<file path="src/brt_pkg.sv">
// ----------------------------------------------------------------------------
// brt_pkg: shared types and tables of the bordered rectangle tessellator
// Holds the corner selector tables for both vertex lists and the word that
// passes from the corner stage to the vertex emitter.
// ----------------------------------------------------------------------------
package brt_pkg;

    localparam int CoordW    = 18;
    localparam int RgbaW     = 32;
    localparam int EdgeW     = 16;
    localparam int WidthW    = 12;
    localparam int VertIdxW  = 5;

    localparam logic [VertIdxW-1:0] FramedLastIdx = VertIdxW'(29);
    localparam logic [VertIdxW-1:0] SolidLastIdx  = VertIdxW'(5);
    localparam logic [VertIdxW-1:0] FillCount     = VertIdxW'(6);

    // Corner selectors: outer low, inner low, inner high, outer high.
    localparam logic [1:0] SelOuterLo = 2'd0;
    localparam logic [1:0] SelInnerLo = 2'd1;
    localparam logic [1:0] SelInnerHi = 2'd2;
    localparam logic [1:0] SelOuterHi = 2'd3;

    localparam logic [1:0] FRAMED_X [0:29] = '{
        SelInnerLo, SelInnerHi, SelInnerHi, SelInnerLo, SelInnerHi, SelInnerLo,
        SelOuterLo, SelInnerLo, SelInnerLo, SelOuterLo, SelInnerLo, SelOuterLo,
        SelOuterLo, SelOuterHi, SelInnerHi, SelOuterLo, SelInnerHi, SelInnerLo,
        SelInnerHi, SelOuterHi, SelOuterHi, SelInnerHi, SelOuterHi, SelInnerHi,
        SelInnerLo, SelInnerHi, SelOuterHi, SelInnerLo, SelOuterHi, SelOuterLo
    };
    localparam logic [1:0] FRAMED_Y [0:29] = '{
        SelInnerLo, SelInnerLo, SelInnerHi, SelInnerLo, SelInnerHi, SelInnerHi,
        SelOuterLo, SelInnerLo, SelInnerHi, SelOuterLo, SelInnerHi, SelOuterHi,
        SelOuterLo, SelOuterLo, SelInnerLo, SelOuterLo, SelInnerLo, SelInnerLo,
        SelInnerLo, SelOuterLo, SelOuterHi, SelInnerLo, SelOuterHi, SelInnerHi,
        SelInnerHi, SelInnerHi, SelOuterHi, SelInnerHi, SelOuterHi, SelOuterHi
    };
    localparam logic [1:0] SOLID_X [0:5] = '{
        SelOuterLo, SelOuterHi, SelOuterHi, SelOuterLo, SelOuterHi, SelOuterLo
    };
    localparam logic [1:0] SOLID_Y [0:5] = '{
        SelOuterLo, SelOuterLo, SelOuterHi, SelOuterLo, SelOuterHi, SelOuterHi
    };

    typedef logic signed [CoordW-1:0] t_coord;

    typedef struct packed {
        t_coord [3:0]       xs;
        t_coord [3:0]       ys;
        logic [RgbaW-1:0]   fill_rgba;
        logic [RgbaW-1:0]   edge_rgba;
        logic               framed;
    } t_item;

endpackage

</file>
<file path="src/brt_corner.sv">
// ----------------------------------------------------------------------------
// brt_corner: corner stage
// Registers one rectangle word as its four x and four y corner positions at
// doubled scale, together with the colors and the framed/solid decision.
// ----------------------------------------------------------------------------
module brt_corner
    import brt_pkg::*;
(
    input  logic                     i_clk,
    input  logic                     i_load,
    input  logic signed [EdgeW-1:0]  i_rect_left,
    input  logic signed [EdgeW-1:0]  i_rect_top,
    input  logic signed [EdgeW-1:0]  i_rect_right,
    input  logic signed [EdgeW-1:0]  i_rect_bottom,
    input  logic [RgbaW-1:0]         i_fill_rgba,
    input  logic [RgbaW-1:0]         i_edge_rgba,
    input  logic [WidthW-1:0]        i_edge_width,
    output t_item                    o_item
);

    t_item r_item;
    t_item n_item;

    t_coord                 l2, t2, r2, b2, bw;
    logic signed [EdgeW:0]  w_size, h_size, bw_cmp;

    always_comb begin
        l2 = {i_rect_left[EdgeW-1], i_rect_left, 1'b0};
        t2 = {i_rect_top[EdgeW-1], i_rect_top, 1'b0};
        r2 = {i_rect_right[EdgeW-1], i_rect_right, 1'b0};
        b2 = {i_rect_bottom[EdgeW-1], i_rect_bottom, 1'b0};
        bw = {{(CoordW-WidthW){1'b0}}, i_edge_width};

        w_size = {i_rect_right[EdgeW-1], i_rect_right} - {i_rect_left[EdgeW-1], i_rect_left};
        h_size = {i_rect_bottom[EdgeW-1], i_rect_bottom} - {i_rect_top[EdgeW-1], i_rect_top};
        bw_cmp = {{(EdgeW+1-WidthW){1'b0}}, i_edge_width};

        n_item.xs[SelOuterLo] = l2 - bw;
        n_item.xs[SelInnerLo] = l2 + bw;
        n_item.xs[SelInnerHi] = r2 - bw;
        n_item.xs[SelOuterHi] = r2 + bw;
        n_item.ys[SelOuterLo] = t2 - bw;
        n_item.ys[SelInnerLo] = t2 + bw;
        n_item.ys[SelInnerHi] = b2 - bw;
        n_item.ys[SelOuterHi] = b2 + bw;
        n_item.fill_rgba      = i_fill_rgba;
        n_item.edge_rgba      = i_edge_rgba;
        // Ties go to the solid path.
        n_item.framed         = (w_size > bw_cmp) && (h_size > bw_cmp);
    end

    always_ff @(posedge i_clk) begin
        if (i_load) begin
            r_item <= n_item;
        end
    end

    assign o_item = r_item;

endmodule

</file>
<file path="src/brt_emit.sv">
// ----------------------------------------------------------------------------
// brt_emit: vertex emitter
// Steps through the vertex list of the held rectangle, one vertex per cycle,
// and registers each vertex onto the result ports.
// ----------------------------------------------------------------------------
module brt_emit
    import brt_pkg::*;
(
    input  logic                     i_clk,
    input  logic                     i_rst_n,
    input  logic                     i_load,
    input  t_item                    i_item,
    output logic                     o_busy,
    output logic                     o_strobe,
    output logic signed [CoordW-1:0] o_vert_x,
    output logic signed [CoordW-1:0] o_vert_y,
    output logic [RgbaW-1:0]         o_vert_rgba,
    output logic                     o_last_vertex
);

    logic                r_active;
    logic [VertIdxW-1:0] r_idx;
    logic                r_strobe;
    t_coord              r_x, r_y;
    logic [RgbaW-1:0]    r_rgba;
    logic                r_last;

    logic [1:0]          x_sel, y_sel;
    logic [VertIdxW-1:0] last_idx;
    logic                is_last;
    logic [RgbaW-1:0]    rgba;

    always_comb begin
        if (i_item.framed) begin
            x_sel    = FRAMED_X[r_idx];
            y_sel    = FRAMED_Y[r_idx];
            last_idx = FramedLastIdx;
            rgba     = (r_idx < FillCount) ? i_item.fill_rgba : i_item.edge_rgba;
        end else begin
            x_sel    = SOLID_X[r_idx[2:0]];
            y_sel    = SOLID_Y[r_idx[2:0]];
            last_idx = SolidLastIdx;
            rgba     = i_item.edge_rgba;
        end
        is_last = (r_idx == last_idx);
    end

    // A new word may load in the same cycle the last vertex goes out.
    assign o_busy = r_active && !is_last;

    always_ff @(posedge i_clk) begin
        if (!i_rst_n) begin
            r_active <= 1'b0;
            r_idx    <= '0;
            r_strobe <= 1'b0;
        end else begin
            r_strobe <= r_active;
            if (i_load) begin
                r_active <= 1'b1;
                r_idx    <= '0;
            end else if (r_active) begin
                if (is_last) begin
                    r_active <= 1'b0;
                end
                r_idx <= r_idx + VertIdxW'(1);
            end
        end
    end

    always_ff @(posedge i_clk) begin
        if (r_active) begin
            r_x    <= i_item.xs[x_sel];
            r_y    <= i_item.ys[y_sel];
            r_rgba <= rgba;
            r_last <= is_last;
        end
    end

    assign o_strobe      = r_strobe;
    assign o_vert_x      = r_x;
    assign o_vert_y      = r_y;
    assign o_vert_rgba   = r_rgba;
    assign o_last_vertex = r_last;

endmodule

</file>
<file path="src/bordered_rect_tessellator.sv">
// ----------------------------------------------------------------------------
// bordered_rect_tessellator: bordered rectangle to triangle-list vertices
// Expands one rectangle word into a fill and border triangle list, or into a
// single outer quad in the border color when the rectangle is too small.
// ----------------------------------------------------------------------------
// A rectangle word is taken when start is high and busy is low. The word is
// held in the corner register and its first vertex is then registered onto
// the result ports, after which one vertex follows per cycle: 30 vertices for
// a framed rectangle, 6 for a solid one. busy drops during the cycle in which
// the last vertex of a word is issued, so words stream with no gap between
// their vertex lists. Each vertex is shown for exactly one cycle with o_strobe
// high; the receiver cannot hold results off.
module bordered_rect_tessellator
    import brt_pkg::*;
(
    input  logic                     i_clk,
    input  logic                     i_rst_n,
    input  logic                     start,
    output logic                     busy,
    input  logic signed [EdgeW-1:0]  i_rect_left,
    input  logic signed [EdgeW-1:0]  i_rect_top,
    input  logic signed [EdgeW-1:0]  i_rect_right,
    input  logic signed [EdgeW-1:0]  i_rect_bottom,
    input  logic [RgbaW-1:0]         i_fill_rgba,
    input  logic [RgbaW-1:0]         i_edge_rgba,
    input  logic [WidthW-1:0]        i_edge_width,
    output logic                     o_strobe,
    output logic signed [CoordW-1:0] o_vert_x,
    output logic signed [CoordW-1:0] o_vert_y,
    output logic [RgbaW-1:0]         o_vert_rgba,
    output logic                     o_last_vertex
);

    logic  load;
    t_item item;

    assign load = start && !busy;

    brt_corner u_corner (
        .i_clk         (i_clk),
        .i_load        (load),
        .i_rect_left   (i_rect_left),
        .i_rect_top    (i_rect_top),
        .i_rect_right  (i_rect_right),
        .i_rect_bottom (i_rect_bottom),
        .i_fill_rgba   (i_fill_rgba),
        .i_edge_rgba   (i_edge_rgba),
        .i_edge_width  (i_edge_width),
        .o_item        (item)
    );

    brt_emit u_emit (
        .i_clk         (i_clk),
        .i_rst_n       (i_rst_n),
        .i_load        (load),
        .i_item        (item),
        .o_busy        (busy),
        .o_strobe      (o_strobe),
        .o_vert_x      (o_vert_x),
        .o_vert_y      (o_vert_y),
        .o_vert_rgba   (o_vert_rgba),
        .o_last_vertex (o_last_vertex)
    );

endmodule

</file>
<file path="config.mk">
export PLATFORM = sky130hd
export DESIGN_NAME = bordered_rect_tessellator
export DESIGN_NICKNAME = d
export VERILOG_FILES = /design/src/brt_pkg.sv /design/src/brt_corner.sv /design/src/brt_emit.sv /design/src/bordered_rect_tessellator.sv
export SDC_FILE = /design/constraint.sdc
export NUM_CORES = 1
export LEC_CHECK = 0
export BUFFER_PORTS_ARGS = -buffer_cell sky130_fd_sc_hd__buf_2
export CAP_MARGIN = 20
export CORE_MARGIN = 8
export CORE_UTILIZATION = 54
export DETAILED_ROUTE_END_ITERATION = 10
export PLACE_DENSITY = 0.77
export SLEW_MARGIN = 20
export SYNTH_ARGS = -nofsm -noshare
export SYNTH_HDL_FRONTEND = slang
export SYNTH_SLANG_ARGS = --single-unit
</file>
<file path="constraint.sdc">
create_clock -name i_clk -period 10.9 [get_ports i_clk]
set_clock_uncertainty 0.1 [all_clocks]
set_input_delay 1.635 -clock i_clk [delete_from_list [all_inputs] [get_ports i_clk]]
set_output_delay 1.635 -clock i_clk [all_outputs]
set_load 0.03 [all_outputs]
</file>
==> results.tsv, run 1 <==
stage	metric	value	unit
logic_synthesis	Post-Syn Area	17000	sq um
routing	total routed wirelength	40.9	mm
die	io pins	214	
die	DIE AREA	37500	sq um
logic_synthesis	post-synthesis xor/xnor area fraction	6.54	%
setup_path	CP arrival	4850	ps
die	FP Rows	65	
routing	Pre-antenna DRT Iters	7	
setup_path	Critical Path, Cell by Cell	buf_2 -> inv_1 -> ha_1 -> fa_1 -> nor2b_1 -> o31a_1 -> nor4_2 -> o31ai_1 -> nor2_1 -> xnor2_1 -> ha_1 -> nand3_1 -> nor4_1 -> a21oi_1 -> o41a_1 -> o211a_1	
logic_synthesis	Gate Count Post-Synth	1514	
setup_path	Worst setup EP type	flop	
setup_path	Top delay family on crit path	compound AO/OA/AOI/OAI gates	
die	core area	31300	sq um
logic_synthesis	largest family of logic cells by synthesized area	adder cells	
placement	Place WS	5740	ps
grt	vias in the first global route	11900	
timing	final worst-path cycle share	42.5	%
routing	initial drt markers	991	
placement	routability cong.	0.966	
cts	clock latency on the worst-skew pair	560	ps
placement	Placed Instance Area	18400	sq um
grt	met2 usage	34.7	%
cts	postcts setup bufs	0	
logic_synthesis	Synth Register Bits	278	
final_layout	area grow syn2layout	14.4	%
logic_synthesis	Synth top cells by count	271 x edfxtp_1, 148 x ha_1, 122 x nor2_1, 117 x a21oi_1, 114 x inv_1	
die	die width	194	microns
timing	normalized max-slew margin	30.2	%
logic_synthesis	Adder-Cell Fraction of Synth Area	12.1	%
logic_synthesis	simple-gate area share of the yosys netlist	10.4	%
die	chip height	194	microns
cts	Clock Tree Root	clkbuf_16	
logic_synthesis	EDFF count, synth	271	
timing	f_max	216	MHz
final_layout	Seq. cell area	8280	sq um
cts	CTS buffer count	29	
setup_path	most numerous cell on the critical path	ha_1	
cts	clock buffer depth	3	
timing	endpoints failing hold	0	
grt	initial antenna violation count	5	
cts	TritonCTS clock tree	done	
timing	Final Max Slew Viols	0	
timing	Setup violations, final	0	
flow_run	Max-Cap Viols	0	
setup_path	CP Max Fanout	3	
logic_synthesis	Yosys top cell area share	47.8	%
logic_synthesis	largest area contributor in the netlist	edfxtp_1	
cts	hold buffer count at CTS	0	
logic_synthesis	Synth area leaders	edfxtp_1 48%, ha_1 11%, xnor2_1 5.0%, mux2i_1 4.3%, a21oi_1 3.4%	
routing	routed vias/inst	5.71	
grt	first-pass GRT wire length	63.1	mm
setup_path	Max stage delay on crit path	440	ps
logic_synthesis	most frequent cell after synthesis	edfxtp_1	
cts	clk slew on worst S/H paths	60	ps
final_layout	final instance area	19500	sq um
final_layout	filler instances	2488	
placement	placed wire-length estimate	31.0	mm
outcome	status	complete, no violations	
grt	met1 Use GR	27.2	%
logic_synthesis	Compound-Gate Fraction of Synth Area	11.5	%
placement	Port Buffers	213	
cts	Clock Sink Count	278	
final_layout	area of the multi-input gates	8110	sq um
pwr	Power Density	157	nW/um^2
die	Initial Util	54.4	%
logic_synthesis	Synth cell types	71	
logic_synthesis	Syn Area/Cell	11.2	sq um
setup_path	Critical-path top delay cell	fa_1	
pwr	leakage	0.00790	uW
routing	DRC errors left	0	
timing	RSZ-0062 raised after global routing	false	
routing	Final ANT Viol Nets	0	
grt	met3 usage	3.26	%
logic_synthesis	asr flop ratio synth	0	%
grt	largest net degree at the start of global routing	77	
logic_synthesis	mux share of post-synthesis cell area	6.87	%
timing	Worst Tran Pin Value	1050	ps
grt	GRT overflow	0	
logic_synthesis	post-synthesis sequential area ratio	48.6	%
logic_synthesis	Synth Warn #	0	
final_layout	layout cells sized above 1	16.8	%
setup_path	kind of critical path	input port to flop	
pwr	Max VDD drop	0.106	mV
routing	wire per inst	19.1	microns
min_path	Hold Path Class	flop to flop	
final_layout	fin nets	2017	
cts	PostCTS Resize Cnt	0	
cts	H-tree depth	1	
logic_synthesis	Synth Net Count	1815	
setup_path	Worst Path Buf+Inv	2	
grt	global-route usage over all layers	20.8	%
timing	crit path time final	4640	ps
timing	worst setup margin	6260	ps
setup_path	Worst Setup Start Kind	input port	
logic_synthesis	Primary FF master, synth	edfxtp_1	
routing	Vias	12200	
grt	Most Crowded Layer GR	met2	
setup_path	Worst EP required	11120	ps
timing	Final TNS setup	0	ps
[stage by stage]
step	cells	power, uW	utilization, %	hold WS [ps]
floorplan	1514	1840	-	398
global placement	2087	2020	58.9	330
detailed placement	2087	2030	58.9	339
CTS	2139	3080	62.1	352
global route	2141	3180	62.2	375
finish	2142	3050	62.2	348
[registers in the layout, summed over array words and instances (netlist names)]
signal,cells
u_emit.o_last_vertex,1
u_emit.o_vert_rgba,32
u_emit.o_vert_y,18
u_emit.r_idx,5
u_corner.o_item,202
u_emit.r_active,1
u_emit.o_vert_x,18
u_emit.o_strobe,1
[where the power goes]
group          total (uW)  switching [uW]  leakage [uW]  internal (uW)
clock network        1030             403      0.000486            631
registers            1330            23.2       0.00264           1300
logic                 691             424       0.00478            267
[worst reg2reg max path: stages, from the launching register on]
cell and delay, ps:
dfxtp_1 540, ha_1 330, nand2_1 70, a21oi_1 190
nor2b_1 130, nor2b_4 260, buf_4 640, buf_4 850
[placed cells by master, fill, tap and decap left out, types with 51 or more instances in the layout]
cell | synthesis | final
edfxtp_1 | 271 | 271
buf_2 | 10 | 213
ha_1 | 148 | 148
nor2_1 | 122 | 122
a21oi_1 | 117 | 116
inv_1 | 114 | 114
xnor2_1 | 98 | 98
mux2i_1 | 73 | 73
nand2_1 | 57 | 57
nor3_1 | 51 | 51
[metal layers]
metal  share of wire [%]  wire length (microns)
met1                  44                  18000
met4                 3.7                   1530
met5               0.054                     22
met2                  46                  18900
met3                 6.1                   2500
[layout make-up]
class / count / area share [%]
sequential: 278 / 42.5
timing repair buffer: 219 / 5.71
tap: 402 / 2.58
clock inverter: 18 / 1.32
inverter: 120 / 2.31
clock buffer: 34 / 3.82
multi-input combinational: 1068 / 41.7
antenna: 3 / 0.0386
[worst paths after layout]
kind / start / slack (ps) / depth (start not counted) / to
hold / removal: u_corner.o_item[119]$_DFFE_PP_ / 350 / 0 / u_emit.o_vert_x[0]$_DFFE_PP_
hold reg to reg: u_corner.o_item[119]$_DFFE_PP_ / 350 / 0 / u_emit.o_vert_x[0]$_DFFE_PP_
setup reg to reg: u_emit.r_idx[0]$_SDFFE_PP0P_ / 7390 / 7 / u_corner.o_item[120]$_DFFE_PP_
setup / recovery: i_rect_bottom[0] / 6260 / 16 / u_corner.o_item[0]$_DFFE_PP_
[kinds of logic (layout without fill, tap and decap cells)]
family	count (synthesis)	count (layout)
other	0	3
and+or+nand+nor	367	367
xor gates and xnor gates	127	127
muxes	111	111
buffers and inverters	168	391
AOI/OAI and AO/OA	305	305
DFF	278	278
adders and majority gates	158	158
Note: power is estimated with default switching activity, not from simulation.
==> run 2, diff against run 1 <==
==> constraint.sdc (replaced) <==
create_clock -name i_clk -period 3.8 [get_ports i_clk]
set_clock_uncertainty 0.1 [all_clocks]
set_input_delay 0.57 -clock i_clk [delete_from_list [all_inputs] [get_ports i_clk]]
set_output_delay 0.57 -clock i_clk [all_outputs]
set_load 0.03 [all_outputs]
==> run 2 against run 1 <==
Compared with the run above:
- design area up 1.4%
- utilization is 0.88 points higher
- first-iteration DRC count shrank 4.9%
- sequential power grew to 2.9 times the previous value
- wire length is 2.8% higher
- count of clock-buffer cells in the layout up 1
- register-to-register slack lost 6700 ps
- flip-flop and latch count did not move
- final cell count grew 1.7%
- non-clock buffer count rose by 37
- critical path type unchanged
- largest cell class unchanged
- highest routed layer unchanged
==> results.tsv, run 2 (synthesis gave the netlist of run 1 again) <==
stage	metric	value	unit	change
outcome	status	complete, no violations		
timing	Final Max Slew Viols	0		unchanged
routing	Vias	12400		+0.95%
placement	placed wire-length estimate	32.2	mm	+3.7%
cts	clk slew on worst S/H paths	60	ps	about the same
final_layout	fin nets	2055		+1.9%
timing	final worst-path cycle share	93.7	%	
setup_path	Critical-path top delay cell	o41a_1		
die	io pins	214		unchanged
final_layout	area grow syn2layout	16.0	%	
setup_path	Worst EP required	4030	ps	-7090 ps
placement	Cells after DPL	2124		+1.8%
placement	routability cong.	0.997		+3.2%
routing	initial drt markers	942		-4.9%
pwr	Max VDD drop	0.387	mV	+270%
die	chip height	194	microns	unchanged
setup_path	CP Max Fanout	2		-1
placement	Port Buffers	213		unchanged
cts	CTS buffer count	30		+3.4%
setup_path	Max stage delay on crit path	440	ps	about the same
grt	global-route usage over all layers	21.7	%	+0.91 points
die	FP Rows	65		unchanged
timing	RSZ-0062 raised after global routing	false		
cts	clock latency on the worst-skew pair	570	ps	about the same
setup_path	most numerous cell on the critical path	ha_1		
timing	Final Hold Slack	83.1	ps	-265 ps
routing	wire per inst	19.3	microns	+1.1%
grt	initial antenna violation count	4		-1
setup_path	CP arrival	3790	ps	-1060 ps
final_layout	filler instances	2453		-1.4%
final_layout	commonest non-fill, non-tap cell in the layout	edfxtp_1		
setup_path	Critical Path, Cell by Cell	buf_2 -> inv_1 -> ha_1 -> fa_1 -> nor2b_1 -> o31a_1 -> nor4_2 -> o31ai_1 -> nor2_1 -> xnor2_1 -> ha_1 -> nand3_1 -> nor4_1 -> a21oi_1 -> o41a_1 -> o211a_1		
cts	Clock Tree Root	clkbuf_16		
routing	total routed wirelength	42.1	mm	+2.8%
pwr	Power Density	439	nW/um^2	+180%
timing	Setup violations, final	0		unchanged
final_layout	layout cells sized above 1	18.5	%	+1.7 points
grt	met3 usage	3.61	%	+0.35 points
die	Initial Util	54.4	%	unchanged
grt	Most Crowded Layer GR	met2		
cts	H-tree depth	1		unchanged
final_layout	max reg flops	202		unchanged
routing	Pre-antenna DRT Iters	6		-1
cts	hold buffer count at CTS	0		unchanged
die	die width	194	microns	unchanged
grt	largest net degree at the start of global routing	76		-1.3%
timing	endpoints failing hold	0		unchanged
setup_path	Worst Setup Start Kind	input port		
grt	met2 usage	36.8	%	+2.1 points
final_layout	commonest cells after routing, fill and taps aside	271 x edfxtp_1, 213 x buf_2, 147 x ha_1		
timing	normalized max-slew margin	29.1	%	-1.1 points
routing	DRC errors left	0		unchanged
grt	vias in the first global route	12300		+3.4%
grt	first-pass GRT wire length	66.1	mm	+4.8%
cts	PostCTS Resize Cnt	0		unchanged
routing	routed vias/inst	5.67		-0.77%
setup_path	kind of critical path	input port to flop		
timing	crit path time final	3560	ps	
die	DIE AREA	37500	sq um	unchanged
min_path	Hold Path Class	input port to flop		
flow_run	Max-Cap Viols	0		unchanged
routing	Final ANT Viol Nets	0		unchanged
setup_path	Worst setup EP type	flop		
cts	clock buffer depth	3		unchanged
timing	Worst Tran Pin Value	1060	ps	+16.8 ps
cts	postcts setup bufs	0		unchanged
pwr	leakage	0.00807	uW	+2.1%
final_layout	Finished Core Util	63.0	%	+0.88 points
cts	TritonCTS clock tree	done		
grt	met1 Use GR	28.0	%	+0.82 points
grt	GRT overflow	0		unchanged
final_layout	Non-Filler Instances	2179		+1.7%
cts	Clock Sink Count	278		unchanged
timing	f_max	281	MHz	
die	core area	31300	sq um	unchanged
## run 2: cell count changes in the layout (fill, tap and decap cells not counted), moves of 3 or more
cell       previous run  this run
buf_4                 6        40
clkinv_1              5         8
bufinv_16             6         3
buf_12                0         3
## run 2: where the power goes
group | total [uW] | switching, uW | leakage [uW] | internal, uW
sequential | 3810 | 70.0 | 0.00264 | 3740
clock | 2830 | 1180 | 0.000463 | 1650
combinational | 2030 | 1220 | 0.00497 | 804
total | 8670 | 2480 | 0.00807 | 6190
## run 2: per-stage QoR
stage	total power, uW	worst slack, ps	TNS (ps)	area [sq um]
6_report	8670	240	0	19700
5_1_grt	9050	110	0	19700
4_1_cts	8730	326	0	19700
3_5_place_dp	5870	-241	-241	18800
3_3_place_gp	5810	-23.8	-23.8	18800
2_1_floorplan	5270	-759	-144510	17100
## run 2: worst max-delay path: cells and delay by family
kind            cells  cell delay (ps)
compound gates      5             1230
fa+ha+maj           3              960
simple gates        5              730
buf+inv             2              160
xor+xnor            1              150
## run 2: final timing paths
path / from / endpoint / slack, ps / cells past startpoint
max reg2reg: u_emit.r_idx[0]$_SDFFE_PP0P_ / u_emit.o_vert_y[3]$_DFFE_PP_ / 670 / 10
max: i_rect_bottom[0] / u_corner.o_item[0]$_DFFE_PP_ / 240 / 16
min: i_fill_rgba[15] / u_corner.o_item[48]$_DFFE_PP_ / 80 / 1
min reg2reg: u_corner.o_item[119]$_DFFE_PP_ / u_emit.o_vert_x[0]$_DFFE_PP_ / 360 / 0
## run 2: layout make-up
| cell class | count | area (sq um) | area share (%) |
|---|---|---|---|
| Antenna cell | 3 | 7.51 | 0.0380 |
| Timing Repair Buffer | 256 | 1430 | 7.23 |
| Clock buffer | 35 | 769 | 3.90 |
| Sequential cell | 278 | 8280 | 42.0 |
| Clock inverter | 17 | 191 | 0.970 |
| Multi-Input combinational cell | 1068 | 8110 | 41.1 |
| Tap cell | 402 | 503 | 2.55 |
| Inverter | 120 | 450 | 2.28 |
## run 2: metal layers
| metal | share of wire (%) | up-vias |
|---|---|---|
| met4 | 3.3 | 4 |
| met1 | 44 | 5814 |
| met3 | 5.5 | 83 |
| met2 | 47 | 422 |
| li1 | - | 6030 |
| met5 | 0.038 | - |
==> run 3, diff against run 2 <==
--- a/config.mk
+++ b/config.mk
@@ -5,12 +5,13 @@
 export SDC_FILE = /design/constraint.sdc
 export NUM_CORES = 1
 export LEC_CHECK = 0
+export ABC_AREA = 1
 export BUFFER_PORTS_ARGS = -buffer_cell sky130_fd_sc_hd__buf_2
 export CAP_MARGIN = 20
 export CORE_MARGIN = 8
-export CORE_UTILIZATION = 54
+export CORE_UTILIZATION = 58
 export DETAILED_ROUTE_END_ITERATION = 10
-export PLACE_DENSITY = 0.77
+export PLACE_DENSITY = 0.79
 export SLEW_MARGIN = 20
 export SYNTH_ARGS = -nofsm -noshare
 export SYNTH_HDL_FRONTEND = slang
==> constraint.sdc (replaced) <==
create_clock -name i_clk -period 4.4 [get_ports i_clk]
set_clock_uncertainty 0.1 [all_clocks]
set_input_delay 0.66 -clock i_clk [delete_from_list [all_inputs] [get_ports i_clk]]
set_output_delay 0.66 -clock i_clk [all_outputs]
set_load 0.03 [all_outputs]
==> run 3 against run 2 <==
Compared with the run above:
- first-iteration DRC count rose by 41%
- sequential power is 13% lower
- count of clock-buffer cells in the layout is 4 lower
- total power fell by 12%
- worst hold slack improved by 100 ps
- register-to-register slack improved by 760 ps
- global-route usage up 3.3 points
==> results.tsv, run 3 <==
stage	metric	value	unit	change
routing	WL met2	19.9	mm	about the same
timing	worst setup margin	1430	ps	+1190 ps
grt	GRT overflow	0		unchanged
routing	total routed wirelength	47.2	mm	+12%
pwr	leakage	0.00927	uW	+15%
flow_run	Max-Cap Viols	0		unchanged
logic_synthesis	EDFF count, synth	271		unchanged
final_layout	final instance area	20200	sq um	+2.4%
cts	hold buffer count at CTS	0		unchanged
die	core area	30400	sq um	-2.8%
final_layout	Finished Core Util	66.5	%	+3.4 points
setup_path	Worst R2R Start	u_emit.r_idx[0]$_SDFFE_PP0P_		
logic_synthesis	most frequent cell after synthesis	nand2_1		
setup_path	CP Max Fanout	35		+33
pwr	Max VDD drop	0.214	mV	-45%
placement	Place WS	905	ps	+1150 ps
timing	Final TNS setup	0	ps	unchanged
die	io pins	214		unchanged
logic_synthesis	Synth Register Bits	278		unchanged
routing	Vias	14000		+13%
cts	clk slew on worst S/H paths	60	ps	about the same
logic_synthesis	Synth Warn #	0		unchanged
die	Initial Util	58.7	%	+4.3 points
final_layout	filler instances	2528		+3.1%
timing	final worst-path cycle share	67.4	%	
final_layout	fin nets	2417		+18%
placement	Port Buffers	213		unchanged
final_layout	commonest non-fill, non-tap cell in the layout	nand2_1		
routing	routed vias/inst	5.51		-2.8%
logic_synthesis	Synth top cells by count	392 x nand2_1, 299 x inv_1, 271 x edfxtp_1, 148 x ha_1, 127 x nor2_1		
final_layout	layout cells sized above 1	15.9	%	-2.6 points
timing	Final Max Slew Viols	0		unchanged
outcome	status	complete, no violations		
final_layout	max reg flops	202		unchanged
setup_path	CP arrival	3150	ps	-640 ps
timing	normalized max-slew margin	37.6	%	+8.5 points
cts	clock latency on the worst-skew pair	550	ps	-20 ps
grt	first-pass GRT wire length	72.3	mm	+9.4%
routing	Pre-antenna DRT Iters	6		unchanged
final_layout	area grow syn2layout	13.3	%	
logic_synthesis	asr flop ratio synth	0	%	unchanged
min_path	Hold Path Class	input port to flop		
setup_path	source of the critical timing path	u_emit.r_idx[0]$_SDFFE_PP0P_		
routing	Metal-1 WL	21.8	mm	+18%
grt	initial antenna violation count	0		-4
routing	DRC errors left	0		unchanged
logic_synthesis	Post-Syn Area	17900	sq um	+4.9%
logic_synthesis	Synth cell types	47		-34%
pwr	Pwr Total	7660	uW	-12%
timing	Worst Tran Pin Value	936	ps	-127 ps
die	die width	191	microns	-1.1%
routing	wire per inst	18.7	microns	-3.4%
routing	initial drt markers	1328		+41%
logic_synthesis	Primary FF master, synth	edfxtp_1		
logic_synthesis	Gate Count Post-Synth	1924		+27%
die	chip height	191	microns	-1.1%
pwr	Power Density	379	nW/um^2	-14%
placement	routability cong.	0.992		-0.49%
grt	global-route usage over all layers	25.1	%	+3.3 points
grt	largest net degree at the start of global routing	112		+47%
routing	wire length on met3	4.45	mm	+93%
cts	H-tree depth	1		unchanged
cts	Clock Sink Count	278		unchanged
cts	PostCTS Resize Cnt	0		unchanged
cts	postcts setup bufs	0		unchanged
logic_synthesis	Synth area leaders	edfxtp_1 46%, ha_1 10%, nand2_1 8.2%, inv_1 6.3%, xor2_1 5.6%		
placement	Placed Instance Area	19300	sq um	+2.6%
timing	crit path time final	2970	ps	
logic_synthesis	Yosys top cell area share	45.6	%	-2.2 points
logic_synthesis	post-synthesis sequential area ratio	46.4	%	-2.3 points
cts	clock buffer depth	3		unchanged
routing	Final ANT Viol Nets	0		unchanged
cts	TritonCTS clock tree	done		
timing	RSZ-0062 raised after global routing	false		
cts	CTS buffer count	29		-3.3%
logic_synthesis	Syn Area/Cell	9.28	sq um	-17%
final_layout	commonest cells after routing, fill and taps aside	390 x nand2_1, 296 x inv_1, 271 x edfxtp_1		
timing	Setup violations, final	0		unchanged
final_layout	Seq. cell area	8280	sq um	unchanged
routing	highest routed metal layer	met4		
setup_path	Worst Setup Start Kind	flop		
setup_path	Worst EP required	4580	ps	+550 ps
cts	Clock Tree Root	clkbuf_16		
min_path	HP Start	i_fill_rgba[13]		
final_layout	ANT cells	0		-3
placement	placed wire-length estimate	36.8	mm	+15%
timing	endpoints failing hold	0		unchanged
logic_synthesis	Synth Net Count	2225		+23%
timing	f_max	337	MHz	
die	FP Rows	64		-1.5%
die	DIE AREA	36700	sq um	-2.1%
setup_path	Worst setup EP type	flop		
final_layout	area of the multi-input gates	8170	sq um	+0.66%
logic_synthesis	largest area contributor in the netlist	edfxtp_1		
setup_path	kind of critical path	flop to flop		
grt	vias in the first global route	13400		+9.1%
==> run 3: cell types whose count changed after synthesis, sizes merged, moves of 36 or more <==
cell and delta:
o211ai +36, mux2i -73, xor2 +86, inv +186, xnor2 -78, o21ai +46, nand2 +336
==> run 3: logic make-up (layout without fill, tap and decap cells) <==
group	after synthesis	count (layout)	share of synthesized area, %
compound gates	316	316	10.8
xor+xnor	135	135	6.62
flops	278	278	46.4
buf+inv	365	578	8.18
fa+ha+maj	158	158	11.5
mux	32	32	2.02
simple gates	640	640	14.6
==> run 3: layout make-up <==
cell class / instances / area share (%)
clock buffers: 31 / 3.63
clock inverters: 21 / 1.17
inverters: 304 / 5.69
multi-input cells: 1281 / 40.4
flip-flops and latches: 278 / 41.0
well taps: 396 / 2.45
repair buffers: 222 / 5.73
==> run 3: layer usage <==
metal  vias up  GRT usage, %
met5         -             0
met4         0          6.69
met3        55          4.49
met2       610          37.2
met1      6466          37.2
li1       6833             -
==> run 3: power by group <==
part / internal [uW] / switching (uW) / total, uW
combinational: 622 / 1260 / 1880
sequential: 3240 / 63.0 / 3300
clock: 1450 / 1010 / 2470
total: 5320 / 2340 / 7660
==> run 3: metrics by stage <==
step	hold slack, ps	std cells
2_1_floorplan	398	1924
3_3_place_gp	331	2481
3_5_place_dp	340	2481
4_1_cts	171	2533
5_1_grt	174	2533
6_report	186	2533
==> run 3: worst paths after layout <==
| path | end | slack (ps) | depth (start not counted) |
|---|---|---|---|
| worst min-delay path | u_corner.o_item[46]$_DFFE_PP_ | 190 | 1 |
| worst min register to register | u_emit.o_vert_y[0]$_DFFE_PP_ | 350 | 0 |
| worst max-delay path | u_emit.o_vert_x[6]$_DFFE_PP_ | 1430 | 11 |
| worst max register to register | u_emit.o_vert_x[6]$_DFFE_PP_ | 1430 | 11 |
==> run 3: critical path, cell delays in order (launching register included) <==
cell	delay, ps
dfxtp_1	480
inv_2	120
ha_1	340
nand2_1	90
o21ai_0	140
nand2_1	100
nand4_1	110
nand2_2	530
buf_4	330
nand2_1	60
o21ai_0	130
o22ai_1	150
